==> src/sv/bsc_pkg.sv <==
// ============================================================================
// bsc_pkg - shared types and constants for the button sequence challenge
// Item, result and configuration structs, action and event codes, reset values.
// ============================================================================
`default_nettype none

package bsc_pkg;

    // default sizing of the top level
    localparam int SEQ_MAX_DEF       = 8;
    localparam int BUTTON_COUNT_DEF  = 4;
    localparam int IDLE_BLINK_MS_DEF = 1000;

    // configuration register reset values
    localparam logic [31:0] TIMEOUT_MS_RST   = 32'd60000;
    localparam logic [3:0]  ATTEMPTS_MAX_RST = 4'd3;
    localparam logic [15:0] STEP_ON_MS_RST   = 16'd450;
    localparam logic [15:0] STEP_GAP_MS_RST  = 16'd200;

    // idle display patterns
    localparam logic [3:0] LED_IDLE_UNLOCKED = 4'h8;
    localparam logic [3:0] LED_IDLE_BLINK    = 4'h1;
    localparam logic [3:0] LED_OFF           = 4'h0;

    typedef enum logic [1:0] {
        ACT_LOAD  = 2'd0,
        ACT_START = 2'd1,
        ACT_PRESS = 2'd2,
        ACT_TICK  = 2'd3
    } t_action;

    typedef enum logic [2:0] {
        EV_NONE     = 3'd0,
        EV_STARTED  = 3'd1,
        EV_PROGRESS = 3'd2,
        EV_APPROVED = 3'd3,
        EV_FAILED   = 3'd4,
        EV_TIMEOUT  = 3'd5
    } t_event;

    typedef enum logic [1:0] {
        CFG_TIMEOUT_MS   = 2'd0,
        CFG_ATTEMPTS_MAX = 2'd1,
        CFG_STEP_ON_MS   = 2'd2,
        CFG_STEP_GAP_MS  = 2'd3
    } t_cfg_index;

    typedef struct packed {
        logic [31:0] timeout_ms;
        logic [3:0]  attempts_max;
        logic [15:0] step_on_ms;
        logic [15:0] step_gap_ms;
    } t_cfg;

    typedef struct packed {
        t_action     action;
        logic [2:0]  digit_index;
        logic [7:0]  random_byte;
        logic [3:0]  seq_length;
        logic [2:0]  button;
        logic [31:0] now_ms;
        logic        has_wallet;
        logic        unlocked;
    } t_item;

    typedef struct packed {
        logic [3:0]  leds;
        t_event      event_res;
        logic [31:0] req_id;
        logic [3:0]  position;
        logic [3:0]  attempts_left;
    } t_result;

endpackage

`default_nettype wire

==> src/sv/bsc_blink.sv <==
// ============================================================================
// bsc_blink - idle blink phase
// Bit 0 of now_ms / BLINK_MS by an exact reciprocal multiply, split into two
// 16-bit halves whose products are registered before the final add.
// ============================================================================
`default_nettype none

module bsc_blink #(
    parameter int BLINK_MS = bsc_pkg::IDLE_BLINK_MS_DEF
) (
    input  logic        i_clk,
    input  logic        i_en,
    input  logic [31:0] i_now,
    output logic        o_blink
);
    // round-up reciprocal, exact for every 32-bit dividend
    localparam int          LOG_D = $clog2(BLINK_MS);
    localparam int          SHIFT = 32 + LOG_D;
    localparam logic [63:0] RECIP = ((64'd1 << SHIFT) + 64'(BLINK_MS) - 64'd1)
                                    / 64'(BLINK_MS);
    localparam logic [32:0] RECIP_W = RECIP[32:0];

    logic [48:0] r_p_hi;
    logic [48:0] r_p_lo;
    logic [64:0] sum;

    always_ff @(posedge i_clk) begin
        if (i_en) begin
            r_p_hi <= 49'(i_now[31:16]) * 49'(RECIP_W);
            r_p_lo <= 49'(i_now[15:0]) * 49'(RECIP_W);
        end
    end

    assign sum     = {r_p_hi, 16'd0} + 65'(r_p_lo);
    assign o_blink = sum[SHIFT];

endmodule

`default_nettype wire

==> src/sv/bsc_core.sv <==
// ============================================================================
// bsc_core - challenge state and per-item update
// Holds the sequence store and challenge state; computes one result per
// committed item and updates the state at the same edge.
// ============================================================================
`default_nettype none

module bsc_core #(
    parameter int SEQ_MAX      = bsc_pkg::SEQ_MAX_DEF,
    parameter int BUTTON_COUNT = bsc_pkg::BUTTON_COUNT_DEF
) (
    input  logic            i_clk,
    input  logic            i_rst_n,
    input  logic            i_commit,
    input  bsc_pkg::t_item  i_item,
    input  logic            i_blink,
    input  bsc_pkg::t_cfg   i_cfg,
    output bsc_pkg::t_result o_result
);
    import bsc_pkg::*;

    localparam int SEQ_W = $clog2(BUTTON_COUNT);
    localparam int IDX_W = (SEQ_MAX > 1) ? $clog2(SEQ_MAX) : 1;
    localparam int CNT_W = $clog2(SEQ_MAX + 1);

    // sequence store, no reset: entries are valid once loaded
    logic [SEQ_W-1:0] r_seq [SEQ_MAX];
    logic [SEQ_W-1:0] mod_tab [256];

    logic             r_active,  n_active;
    logic [31:0]      r_req_id,  n_req_id;
    logic [CNT_W-1:0] r_length,  n_length;
    logic [CNT_W-1:0] r_pos,     n_pos;
    logic [3:0]       r_att,     n_att;
    logic [31:0]      r_started, n_started;
    logic [31:0]      r_phase,   n_phase;
    logic [CNT_W-1:0] r_shown,   n_shown;
    logic             r_showing, n_showing;
    logic [3:0]       r_led,     n_led;

    logic [CNT_W-1:0] rd_cnt;
    logic [SEQ_W-1:0] rd_val;
    logic [CNT_W-1:0] slen;
    logic [3:0]       att_dec;
    logic [31:0]      elapsed;
    logic [16:0]      on_gap;
    logic [3:0]       step_led;
    logic [3:0]       prog_led;
    logic             seq_we;
    logic [CNT_W-1:0] rep_pos;
    logic [3:0]       rep_att;
    logic             finished;
    t_event           ev;

    for (genvar g = 0; g < 256; g++) begin : g_mod
        assign mod_tab[g] = SEQ_W'(g % BUTTON_COUNT);
    end

    // one read port: presses look at pos, ticks at the shown step
    assign rd_cnt = (i_item.action == ACT_PRESS) ? r_pos : r_shown;
    assign rd_val = r_seq[IDX_W'(rd_cnt)];

    assign elapsed = i_item.now_ms - r_phase;
    assign on_gap  = 17'(i_cfg.step_on_ms) + 17'(i_cfg.step_gap_ms);
    assign att_dec = (r_att != 4'd0) ? r_att - 4'd1 : 4'd0;

    always_comb begin
        for (int i = 0; i < 4; i++) begin
            step_led[i] = (32'(rd_val) == i);
            prog_led[i] = (32'(r_pos) > i);
        end
    end

    always_comb begin
        if (i_item.seq_length == 4'd0) begin
            slen = CNT_W'(1);
        end else if (32'(i_item.seq_length) > 32'(SEQ_MAX)) begin
            slen = CNT_W'(SEQ_MAX);
        end else begin
            slen = CNT_W'(i_item.seq_length);
        end
    end

    assign seq_we = i_commit && (i_item.action == ACT_LOAD) && !r_active &&
                    (32'(i_item.digit_index) < 32'(SEQ_MAX));

    always_comb begin
        n_active  = r_active;
        n_req_id  = r_req_id;
        n_length  = r_length;
        n_pos     = r_pos;
        n_att     = r_att;
        n_started = r_started;
        n_phase   = r_phase;
        n_shown   = r_shown;
        n_showing = r_showing;
        n_led     = r_led;
        ev        = EV_NONE;
        finished  = 1'b0;

        case (i_item.action)
            ACT_LOAD: begin
            end
            ACT_START: begin
                n_req_id  = r_req_id + 32'd1;
                n_active  = 1'b1;
                n_length  = slen;
                n_pos     = '0;
                n_att     = i_cfg.attempts_max;
                n_started = i_item.now_ms;
                n_phase   = i_item.now_ms;
                n_shown   = '0;
                n_showing = 1'b1;
                ev        = EV_STARTED;
            end
            ACT_PRESS: begin
                if (r_active && !r_showing &&
                    (32'(i_item.button) < 32'(BUTTON_COUNT))) begin
                    if (4'(i_item.button) == 4'(rd_val)) begin
                        n_pos = r_pos + CNT_W'(1);
                        if (n_pos >= r_length) begin
                            ev       = EV_APPROVED;
                            finished = 1'b1;
                        end else begin
                            ev = EV_PROGRESS;
                        end
                    end else begin
                        n_pos = '0;
                        n_att = att_dec;
                        if (att_dec == 4'd0) begin
                            ev       = EV_FAILED;
                            finished = 1'b1;
                        end else begin
                            ev        = EV_PROGRESS;
                            n_showing = 1'b1;
                            n_shown   = '0;
                            n_phase   = i_item.now_ms;
                        end
                    end
                end
            end
            ACT_TICK: begin
                if (!r_active) begin
                    if (!i_item.has_wallet) begin
                        n_led = LED_OFF;
                    end else if (!i_item.unlocked) begin
                        n_led = i_blink ? LED_IDLE_BLINK : LED_OFF;
                    end else begin
                        n_led = LED_IDLE_UNLOCKED;
                    end
                end else if ((i_item.now_ms - r_started) > i_cfg.timeout_ms) begin
                    ev       = EV_TIMEOUT;
                    finished = 1'b1;
                end else if (r_showing) begin
                    if (r_shown >= r_length) begin
                        // trailing gap after the last step
                        if (elapsed >= 32'(i_cfg.step_gap_ms)) begin
                            n_showing = 1'b0;
                        end
                        n_led = LED_OFF;
                    end else if (elapsed < 32'(i_cfg.step_on_ms)) begin
                        n_led = step_led;
                    end else if (elapsed < 32'(on_gap)) begin
                        n_led = LED_OFF;
                    end else begin
                        n_shown = r_shown + CNT_W'(1);
                        n_phase = i_item.now_ms;
                    end
                end else begin
                    n_led = prog_led;
                end
            end
            default: begin
            end
        endcase

        rep_pos = n_pos;
        rep_att = n_att;

        if (finished) begin
            n_active  = 1'b0;
            n_length  = '0;
            n_pos     = '0;
            n_att     = 4'd0;
            n_started = 32'd0;
            n_phase   = 32'd0;
            n_shown   = '0;
            n_showing = 1'b0;
            n_led     = LED_OFF;
        end
    end

    always_comb begin
        o_result.leds          = n_led;
        o_result.event_res     = ev;
        o_result.req_id        = n_req_id;
        o_result.position      = 4'(rep_pos);
        o_result.attempts_left = rep_att;
    end

    always_ff @(posedge i_clk) begin
        if (!i_rst_n) begin
            r_active  <= 1'b0;
            r_req_id  <= 32'd0;
            r_length  <= '0;
            r_pos     <= '0;
            r_att     <= 4'd0;
            r_started <= 32'd0;
            r_phase   <= 32'd0;
            r_shown   <= '0;
            r_showing <= 1'b0;
            r_led     <= LED_OFF;
        end else if (i_commit) begin
            r_active  <= n_active;
            r_req_id  <= n_req_id;
            r_length  <= n_length;
            r_pos     <= n_pos;
            r_att     <= n_att;
            r_started <= n_started;
            r_phase   <= n_phase;
            r_shown   <= n_shown;
            r_showing <= n_showing;
            r_led     <= n_led;
        end
    end

    always_ff @(posedge i_clk) begin
        if (seq_we) begin
            r_seq[IDX_W'(i_item.digit_index)] <= mod_tab[i_item.random_byte];
        end
    end

endmodule

`default_nettype wire

==> src/sv/button_sequence_challenge.sv <==
// ============================================================================
// button_sequence_challenge - user-presence button sequence challenge engine
// Loads a random button sequence, plays it on LEDs, checks presses, times out.
// ============================================================================
// Takes one item per clock while the result is not stalled and returns one
// result per item through an input register, a register after the blink-period
// reciprocal products, and the result register. All challenge state updates in
// the cycle an item moves into the result register, so items may follow each
// other back to back. Input stall rises only when all three stages are full and
// the result is stalled. The sequence store has no reset; loads must cover every
// position a challenge uses. Configuration writes are always ready and take
// effect for items that arrive after the write.
`default_nettype none

module button_sequence_challenge #(
    parameter int SEQ_MAX       = bsc_pkg::SEQ_MAX_DEF,
    parameter int BUTTON_COUNT  = bsc_pkg::BUTTON_COUNT_DEF,
    parameter int IDLE_BLINK_MS = bsc_pkg::IDLE_BLINK_MS_DEF
) (
    input  logic        i_clk,
    input  logic        i_rst_n,

    input  logic        i_cfg_valid,
    output logic        o_cfg_ready,
    input  logic [1:0]  i_cfg_index,
    input  logic [31:0] i_cfg_data,

    input  logic        i_in_valid,
    output logic        o_in_stall,
    input  logic [1:0]  i_action,
    input  logic [2:0]  i_digit_index,
    input  logic [7:0]  i_random_byte,
    input  logic [3:0]  i_seq_length,
    input  logic [2:0]  i_button,
    input  logic [31:0] i_now_ms,
    input  logic        i_has_wallet,
    input  logic        i_unlocked,

    output logic        o_out_valid,
    input  logic        i_out_stall,
    output logic [3:0]  o_leds,
    output logic [2:0]  o_event_res,
    output logic [31:0] o_req_id,
    output logic [3:0]  o_position,
    output logic [3:0]  o_attempts_left
);
    import bsc_pkg::*;

    t_cfg    r_cfg;
    logic    r_v1;
    logic    r_v2;
    t_item   r_s1;
    t_item   r_s2;
    logic    r_out_valid;
    t_result r_out;

    t_item   in_item;
    t_result result;
    logic    en_out;
    logic    en2;
    logic    en1;
    logic    in_fire;
    logic    commit;
    logic    blink;

    // each stage moves when the one after it is empty or moving
    assign en_out  = !r_out_valid || !i_out_stall;
    assign en2     = !r_v2 || en_out;
    assign en1     = !r_v1 || en2;
    assign in_fire = i_in_valid && en1;
    assign commit  = r_v2 && en_out;

    assign o_in_stall  = !en1;
    assign o_cfg_ready = 1'b1;

    always_comb begin
        in_item.action      = t_action'(i_action);
        in_item.digit_index = i_digit_index;
        in_item.random_byte = i_random_byte;
        in_item.seq_length  = i_seq_length;
        in_item.button      = i_button;
        in_item.now_ms      = i_now_ms;
        in_item.has_wallet  = i_has_wallet;
        in_item.unlocked    = i_unlocked;
    end

    always_ff @(posedge i_clk) begin
        if (!i_rst_n) begin
            r_cfg.timeout_ms   <= TIMEOUT_MS_RST;
            r_cfg.attempts_max <= ATTEMPTS_MAX_RST;
            r_cfg.step_on_ms   <= STEP_ON_MS_RST;
            r_cfg.step_gap_ms  <= STEP_GAP_MS_RST;
        end else if (i_cfg_valid) begin
            case (t_cfg_index'(i_cfg_index))
                CFG_TIMEOUT_MS:   r_cfg.timeout_ms   <= i_cfg_data;
                CFG_ATTEMPTS_MAX: r_cfg.attempts_max <= i_cfg_data[3:0];
                CFG_STEP_ON_MS:   r_cfg.step_on_ms   <= i_cfg_data[15:0];
                CFG_STEP_GAP_MS:  r_cfg.step_gap_ms  <= i_cfg_data[15:0];
                default: begin
                end
            endcase
        end
    end

    always_ff @(posedge i_clk) begin
        if (!i_rst_n) begin
            r_v1        <= 1'b0;
            r_v2        <= 1'b0;
            r_out_valid <= 1'b0;
        end else begin
            if (en1) begin
                r_v1 <= i_in_valid;
            end
            if (en2) begin
                r_v2 <= r_v1;
            end
            if (en_out) begin
                r_out_valid <= r_v2;
            end
        end
    end

    always_ff @(posedge i_clk) begin
        if (in_fire) begin
            r_s1 <= in_item;
        end
        if (en2 && r_v1) begin
            r_s2 <= r_s1;
        end
        if (commit) begin
            r_out <= result;
        end
    end

    bsc_blink #(
        .BLINK_MS (IDLE_BLINK_MS)
    ) u_blink (
        .i_clk   (i_clk),
        .i_en    (en2 && r_v1),
        .i_now   (r_s1.now_ms),
        .o_blink (blink)
    );

    bsc_core #(
        .SEQ_MAX      (SEQ_MAX),
        .BUTTON_COUNT (BUTTON_COUNT)
    ) u_core (
        .i_clk    (i_clk),
        .i_rst_n  (i_rst_n),
        .i_commit (commit),
        .i_item   (r_s2),
        .i_blink  (blink),
        .i_cfg    (r_cfg),
        .o_result (result)
    );

    assign o_out_valid     = r_out_valid;
    assign o_leds          = r_out.leds;
    assign o_event_res     = r_out.event_res;
    assign o_req_id        = r_out.req_id;
    assign o_position      = r_out.position;
    assign o_attempts_left = r_out.attempts_left;

endmodule

`default_nettype wire

==> config.mk <==
export PLATFORM = sky130hd
export DESIGN_NAME = button_sequence_challenge
export DESIGN_NICKNAME = d
export VERILOG_FILES = /design/src/sv/bsc_pkg.sv /design/src/sv/bsc_blink.sv /design/src/sv/bsc_core.sv /design/src/sv/button_sequence_challenge.sv
export SDC_FILE = /design/constraint.sdc
export NUM_CORES = 2
export LEC_CHECK = 0
export CAP_MARGIN = 30
export CORE_UTILIZATION = 65
export CTS_CLUSTER_DIAMETER = 50
export DETAILED_ROUTE_END_ITERATION = 12
export DONT_BUFFER_PORTS = 1
export MAX_ROUTING_LAYER = met4
export PLACE_DENSITY_LB_ADDON = 0.05
export SETUP_SLACK_MARGIN = 0.4
export SLEW_MARGIN = 20
export SYNTH_ARGS = -nofsm -noshare
export SYNTH_HDL_FRONTEND = slang
export SYNTH_SLANG_ARGS = --single-unit
==> constraint.sdc <==
create_clock -name i_clk -period 18.5 [get_ports i_clk]
set_input_delay 3.7 -clock i_clk [delete_from_list [all_inputs] [get_ports i_clk]]
set_output_delay 3.7 -clock i_clk [all_outputs]
set_load 0.005 [all_outputs]
After elaboration in Yosys (flattened, before gate mapping)
Memories as Yosys holds them, arrays and structs flattened.
Index checks and enable logic that the tools add are counted.
{"block": "word_totals", "ff_bits": 406, "latchBits": 0, "mem_bits_rw": 16, "rom_bits": 512, "in_bits": 93, "output_inout_bits": 50, "elab_cells": 197, "mem_count": 2}
{"block": "op_classes", "n_addsub": 8, "n_mul": 2, "n_div": 0, "order_cmp": 13, "eq_ne": 19, "n_shift": 0, "mux": 80, "n_bitwise": 1, "reduce_logical": 32}
{"name": "(no name shown)", "words": 256, "width": 2, "read_ports": 1, "rd_ports_with_merged_regs": 0, "write_ports": 0, "line_no": "bsc_core.sv:229", "text": "r_seq[IDX_W'(i_item.digit_index)] <= mod_tab[i_item.random_byte];"}
{"name": "u_core.r_seq", "words": 8, "width": 2, "read_ports": 1, "rd_ports_with_merged_regs": 0, "write_ports": 1, "line_no": "bsc_core.sv:27", "text": "logic [SEQ_W-1:0] r_seq [SEQ_MAX];"}
{"operator": "32-bit 2-to-1 mux", "count": 13}
{"operator": "4-bit 2-to-1 mux", "count": 31}
{"operator": "32-bit case mux with 3 select lines", "count": 1}
{"operator": "32-bit subtractor", "count": 2}
{"operator": "43-bit adder", "count": 1}
{"operator": "16-bit by 29-bit multiplier with 39-bit output (second input constant)", "count": 1}
{"operator": "32-bit by 1-bit adder with 32-bit output (second input constant)", "count": 1}
{"operator": "32-bit by 16-bit >= comparator with 1-bit output", "count": 1}
{"operator": "32-bit greater-than comparator", "count": 1}
{"operator": "32-bit by 16-bit < comparator with 1-bit output", "count": 1}
{"operator": "32-bit by 17-bit < comparator with 1-bit output", "count": 1}
{"operator": "16-bit by 29-bit multiplier with 23-bit output (second input constant)", "count": 1}
{"operator": "1-bit 2-to-1 mux", "count": 21}
{"operator": "3-bit by 2-bit inequality test with 1-bit output (second input constant)", "count": 7}
{"operator": "3-bit 2-to-1 mux", "count": 6}
{"operator": "16-bit by 16-bit adder with 17-bit output", "count": 1}
{"operator": "4-bit case mux with 2 select lines", "count": 2}
{"operator": "2-bit == test (second input constant)", "count": 6}
{"operator": "4-bit case mux with 3 select lines", "count": 1}
{"operator": "11-bit AND reduction", "count": 1}
{"operator": "2-bit AND reduction", "count": 5}
{"operator": "9-bit >= comparator (second input constant)", "count": 1}
{"operator": "8-bit inverter with 9-bit output", "count": 1}
{"operator": "3-bit case mux with 3 select lines", "count": 1}
{"operator": "other kinds (21)", "count": 47}

Logic depth before layout (Yosys ltp)
An unclocked memory read counts as a cell.
{"block": "logic_depth", "depth_word": 11, "depth_mapped": 29, "mapped_depth_nobuf": 27}

Cells and area by module
A second synthesis with hierarchy kept.
{"block": "unflattened", "cells_unflattened": 3253, "area_unflattened_um2": 32458.6}
{"mod": "bsc_core", "instances": 1, "cells_per_inst": 1679, "area_per_inst_um2": 13158.9, "seq_area_each_um2": 2842.7}
{"mod": "bsc_blink", "instances": 1, "cells_per_inst": 1130, "area_per_inst_um2": 11775.0, "seq_area_each_um2": 1381.3}
{"mod": "button_sequence_challenge", "instances": 1, "cells_per_inst": 444, "area_per_inst_um2": 7524.7, "seq_area_each_um2": 6075.8}

Worst setup path before layout
No wires, ideal clock.
{"block": "synth_timing", "path_kind": "input to register", "start": "in i_out_stall", "end": "reg r_s2[0] (netlist bit) (enable)", "setup_time_ps": 557, "arrival_ps": 8029, "required_ps": 17943, "slack_ps": 9915, "stages": 2, "n_path_buf": 0, "path_cell_list": "and3_1 > nor2b_1"}
{"block": "synth_via", "elab_chain_len": 4}
{"element": "from (decl)", "line_no": "button_sequence_challenge.sv:40", "text": "input logic i_out_stall,"}
{"element": "1-bit zero test", "line_no": "button_sequence_challenge.sv:67", "text": "assign en_out = !r_out_valid || !i_out_stall;"}
{"element": "1-bit logical OR", "line_no": "button_sequence_challenge.sv:67"}
{"element": "1-bit logical OR", "line_no": "button_sequence_challenge.sv:68", "text": "assign en2 = !r_v2 || en_out;"}
{"element": "1-bit logical AND"}
{"element": "net u_blink.i_en", "line_no": "bsc_blink.sv:12", "text": "input logic i_en,"}
{"element": "to (signal assigned)", "line_no": "button_sequence_challenge.sv:128", "text": "r_s2 <= r_s1;"}
{"element": "to (decl)", "line_no": "button_sequence_challenge.sv:53", "text": "t_item r_s2;"}
The timed path passes the listed nets, and every way through them passes these cells.
A chain may end at the register's enable or synchronous reset.

Final worst setup path
{"block": "layout_timing", "start": "in i_out_stall", "end": "out o_in_stall"}
{"block": "layout_via", "elab_chain_len": 5}
{"element": "1-bit zero test", "line_no": "button_sequence_challenge.sv:67"}
{"element": "1-bit logical OR", "line_no": "button_sequence_challenge.sv:67"}
{"element": "1-bit logical OR", "line_no": "button_sequence_challenge.sv:68"}
{"element": "1-bit logical OR", "line_no": "button_sequence_challenge.sv:69", "text": "assign en1 = !r_v1 || en2;"}
{"element": "1-bit zero test", "line_no": "button_sequence_challenge.sv:73", "text": "assign o_in_stall = !en1;"}
{"element": "to (decl)", "line_no": "button_sequence_challenge.sv:29", "text": "output logic o_in_stall,"}
Every way passes these cells.

==> summary.md <==
| Metric | Value |
|---|---|
| Max frequency | 127 MHz |
| Post-route clock period utilization | 42.7% |
| Clock buffer depth | 3 |
| Number of antenna-violating nets in the routed design | 0 |
| Hold_buf cts | 0 |
| Status | finished clean |
| Worst r2r dst | u_core.r_phase[16] |
| Flip-flop cell with the highest count after synthesis | edfxtp_1 |
| Summed area of non-filler cells in the final layout | 33600 um^2 |
| Syn_nets | 3913 |
| Post-synthesis sequential element count | 393 |
| Width of the die | 221 um |
| CP bufs+invs | 0 |
| FILL cells | 3505 |
| Die Y-Extent | 221 um |
| Least-Margin Pin Slew | 0.948 ns |
| Routed WL per cell | 19.3 um |
| Setup repair after global routing missed its margin | no |
| Worst setup margin | 10.60 ns |
| TritonCTS clock tree | done |
| Total GRT Usage | 31.7% |
| Reg2Reg Setup Slack | 10.66 ns |
| Global-route wire length before repair | 120000 um |
| Library cell with the largest summed area after synthesis | edfxtp_1 |
| Buffer type at the clock tree root | clkbuf_16 |
| Clock sinks | 393 |
| Static Leak | 14.5 nW |
| Number of iterations in the first detailed-routing pass | 5 |
| Via count of the routed design | 22711 |
| Antenna violations before repair | 1 |
| Net count reported at finish | 3896 |
| Startpoint Class | input pin |
| Area of placed instances | 31800 um^2 |
| Worst slack on hold paths | 0.411 ns |
| Post-synthesis cell count | 3174 |
| Critical Path Fanout Max | 3 |
| Number of different library cells in the post-synthesis netlist | 91 |
| Number of port buffers | 0 |
| Post-placement cell count | 3711 |
| Cell type of the slowest stage on the worst timing path | and2_1 |
| Drt drc | 0 |
| HPWL Detailed | 57500 um |
| I/O pin cnt | 143 |
| Total stage count of the critical path | 2 |
| Synth async-reset ratio | 0% |
| Post-synth top area share | 19.6% |
| Pre-CTS worst setup slack | 10.60 ns |
| Count of yosys warnings during synthesis | 0 |
| Cell depth of the worst flop-to-flop path | 28 |
| Kind of path behind the tightest hold check | flip-flop to flip-flop |
| Synth top area cells | edfxtp_1 20%, ha_1 18%, fa_1 13% |
| Post-CTS setup buffer count | 0 |
| Non-filler instance count after layout | 3807 |
| Max cap viols | 0 |
| Routability congestion estimate | 0.998 |
| Pin count of the biggest net entering global routing | 94 |
| Mean cell area of the mapped netlist | 9.84 um^2 |
| Kind of capture point of the worst setup path | output port |
| CP Data Arrival Time | 4.20 ns |
| Number of cells upsized or downsized after cts | 0 |
| Clock input transition at the sequential cells of the worst setup and hold paths | 0.06 ns |
| Finish-stage setup viols | 0 |
| Source-to-sink clock delay at the later pin of the worst-skew pair | 0.59 ns |
| Die Outline Area | 48900 um^2 |
| Via count of the first global-routing pass | 23440 |
| Critical path startpoint | i_out_stall |
| Placeable core area | 47000 um^2 |
| Area of the multi-input gates | 19100 um^2 |
| Number of clock buffers inserted by TritonCTS | 50 |
| Instance count along the most critical hold path | 0 |
| Area growth, synth to finish | 7.44% |
| Number of DRC markers after the initial detailed-route iteration | 1512 |
| Deepest level of the CTS H-tree | 2 |
| Worst ir drop on vdd | 0.512 mV |
| Post-Route WL | 73700 um |
| Final Power | 5.48 mW |
| Share of the yosys chip area belonging to registers | 31.7% |
| Post-layout utilization of the core | 71.5% |
| Share of post-route cells with drive strength above 1 | 5.69% |
| Commonest non-fill, non-tap cell in the layout | inv_1 |
| Data required time of the critical path | 14.80 ns |
| Delay of the slowest cell on the worst path | 0.26 ns |
| Cell family with most CP delay | simple AND/OR/NAND/NOR gates |
| Last element of the critical path | o_in_stall |
| Pwr dens | 163 nW/um^2 |
| Commonest cells after routing, fill and taps aside | 510 x inv_1, 444 x ha_1, 241 x nand2_1, 204 x edfxtp_1, 202 x fa_1 |
| GRT Residual Overflow | 0 |
| Vias/cell | 5.97 |
| Number of pins exceeding their max-slew limit in the final report | 0 |
| Clk_skew | 0.0226 ns |
| Number of flops mapped to enable cells by yosys | 204 |
| Startpoint of the worst register-to-register path | r_s2[2] |
| Final hold violation count | 0 |
| Synth Cell Area | 31200 um^2 |
| Starting utilization of the core area | 66.5% |
| Std cell rows | 79 |
| Critical-path cell list | and3_1 -> and2_1 |
| Final setup TNS | 0 ns |
| Max_slew headroom | 36.8% |
| Critical path type | input pin to output port |
| Period minus WS final | 7.90 ns |
| Area used by sequential logic in the layout | 9910 um^2 |
kinds of logic (layout without fill, tap and decap cells):
| family | count (synthesis) | in the layout | synth area share (%) |
|---|---|---|---|
| flip-flops | 393 | 393 | 31.7 |
| XOR/XNOR | 177 | 177 | 4.96 |
| AO/OA/AOI/OAI | 614 | 614 | 13.5 |
| other | 1 | 2 | 0.0120 |
| multiplexers | 21 | 21 | 0.773 |
| adder cells (fa/ha/maj) | 646 | 646 | 30.7 |
| AND/OR/NAND/NOR | 726 | 726 | 11.0 |
| buffers and inverters | 596 | 621 | 7.32 |
worst min-delay path by stage:
stage                     to  slack, ns     start
global route        r_s2[49]       0.43  r_s1[49]
global placement    r_s2[37]       0.41  r_s1[37]
floorplan            r_s2[0]       0.40   r_s1[0]
detailed placement  r_s2[36]       0.40  r_s1[36]
finish              r_s2[49]       0.41  r_s1[49]
CTS                 r_s2[36]       0.42  r_s1[36]
flip-flops by register name, summed over array words and instances (netlist names), 16 cells and up:
name              cells
r_s2                 48
u_core.r_req_id      32
r_cfg                68
u_core.r_phase       32
u_blink.r_p_lo       23
o_req_id             32
u_core.r_started     32
r_s1                 48
u_core.r_seq         16
u_blink.r_p_hi       22
power breakdown:
group | switching, mW | total, mW | internal (mW)
logic | 1.80 | 3.25 | 1.45
registers | 0.0570 | 1.22 | 1.16
clock network | 0.415 | 1.01 | 0.592
synth_stat cells (16+ instances only):
cell,instances
inv_1,512
ha_1,444
nand2_1,241
edfxtp_1,204
fa_1,202
nor2_1,198
dfxtp_1,189
a21oi_1,177
xnor2_1,100
o21ai_0,96
xor2_1,77
clkbuf_1,62
nand4_1,57
a21o_1,49
nor3_1,47
a22oi_1,45
nand3_1,35
o211ai_1,33
o21a_1,30
o31ai_2,30
and3_1,28
nand2b_1,22
a211oi_1,18
a31oi_1,18
nor2b_1,16
o21bai_1,16
or3_1,16
layout make-up:
cell class,instances,share of cell area [%]
clock inverters,40,1.40
diodes,1,0.00746
flip-flops and latches,393,29.5
repair buffers,14,0.373
inverters,513,5.75
well taps,607,2.26
clock buffers,54,3.84
multi-input cells,2185,56.8
layer usage:
| layer | up-vias | GRT usage [%] | part of all wire (%) |
|---|---|---|---|
| met3 | 155 | 4.33 | 4.8 |
| met4 | 0 | 11.6 | 3.6 |
| li1 | 10878 | - | - |
| met2 | 620 | 53.3 | 49 |
| met1 | 11058 | 39.0 | 42 |
| met5 | - | - | 0 |
No activity file was read; power rests on OpenSTA's default activity.
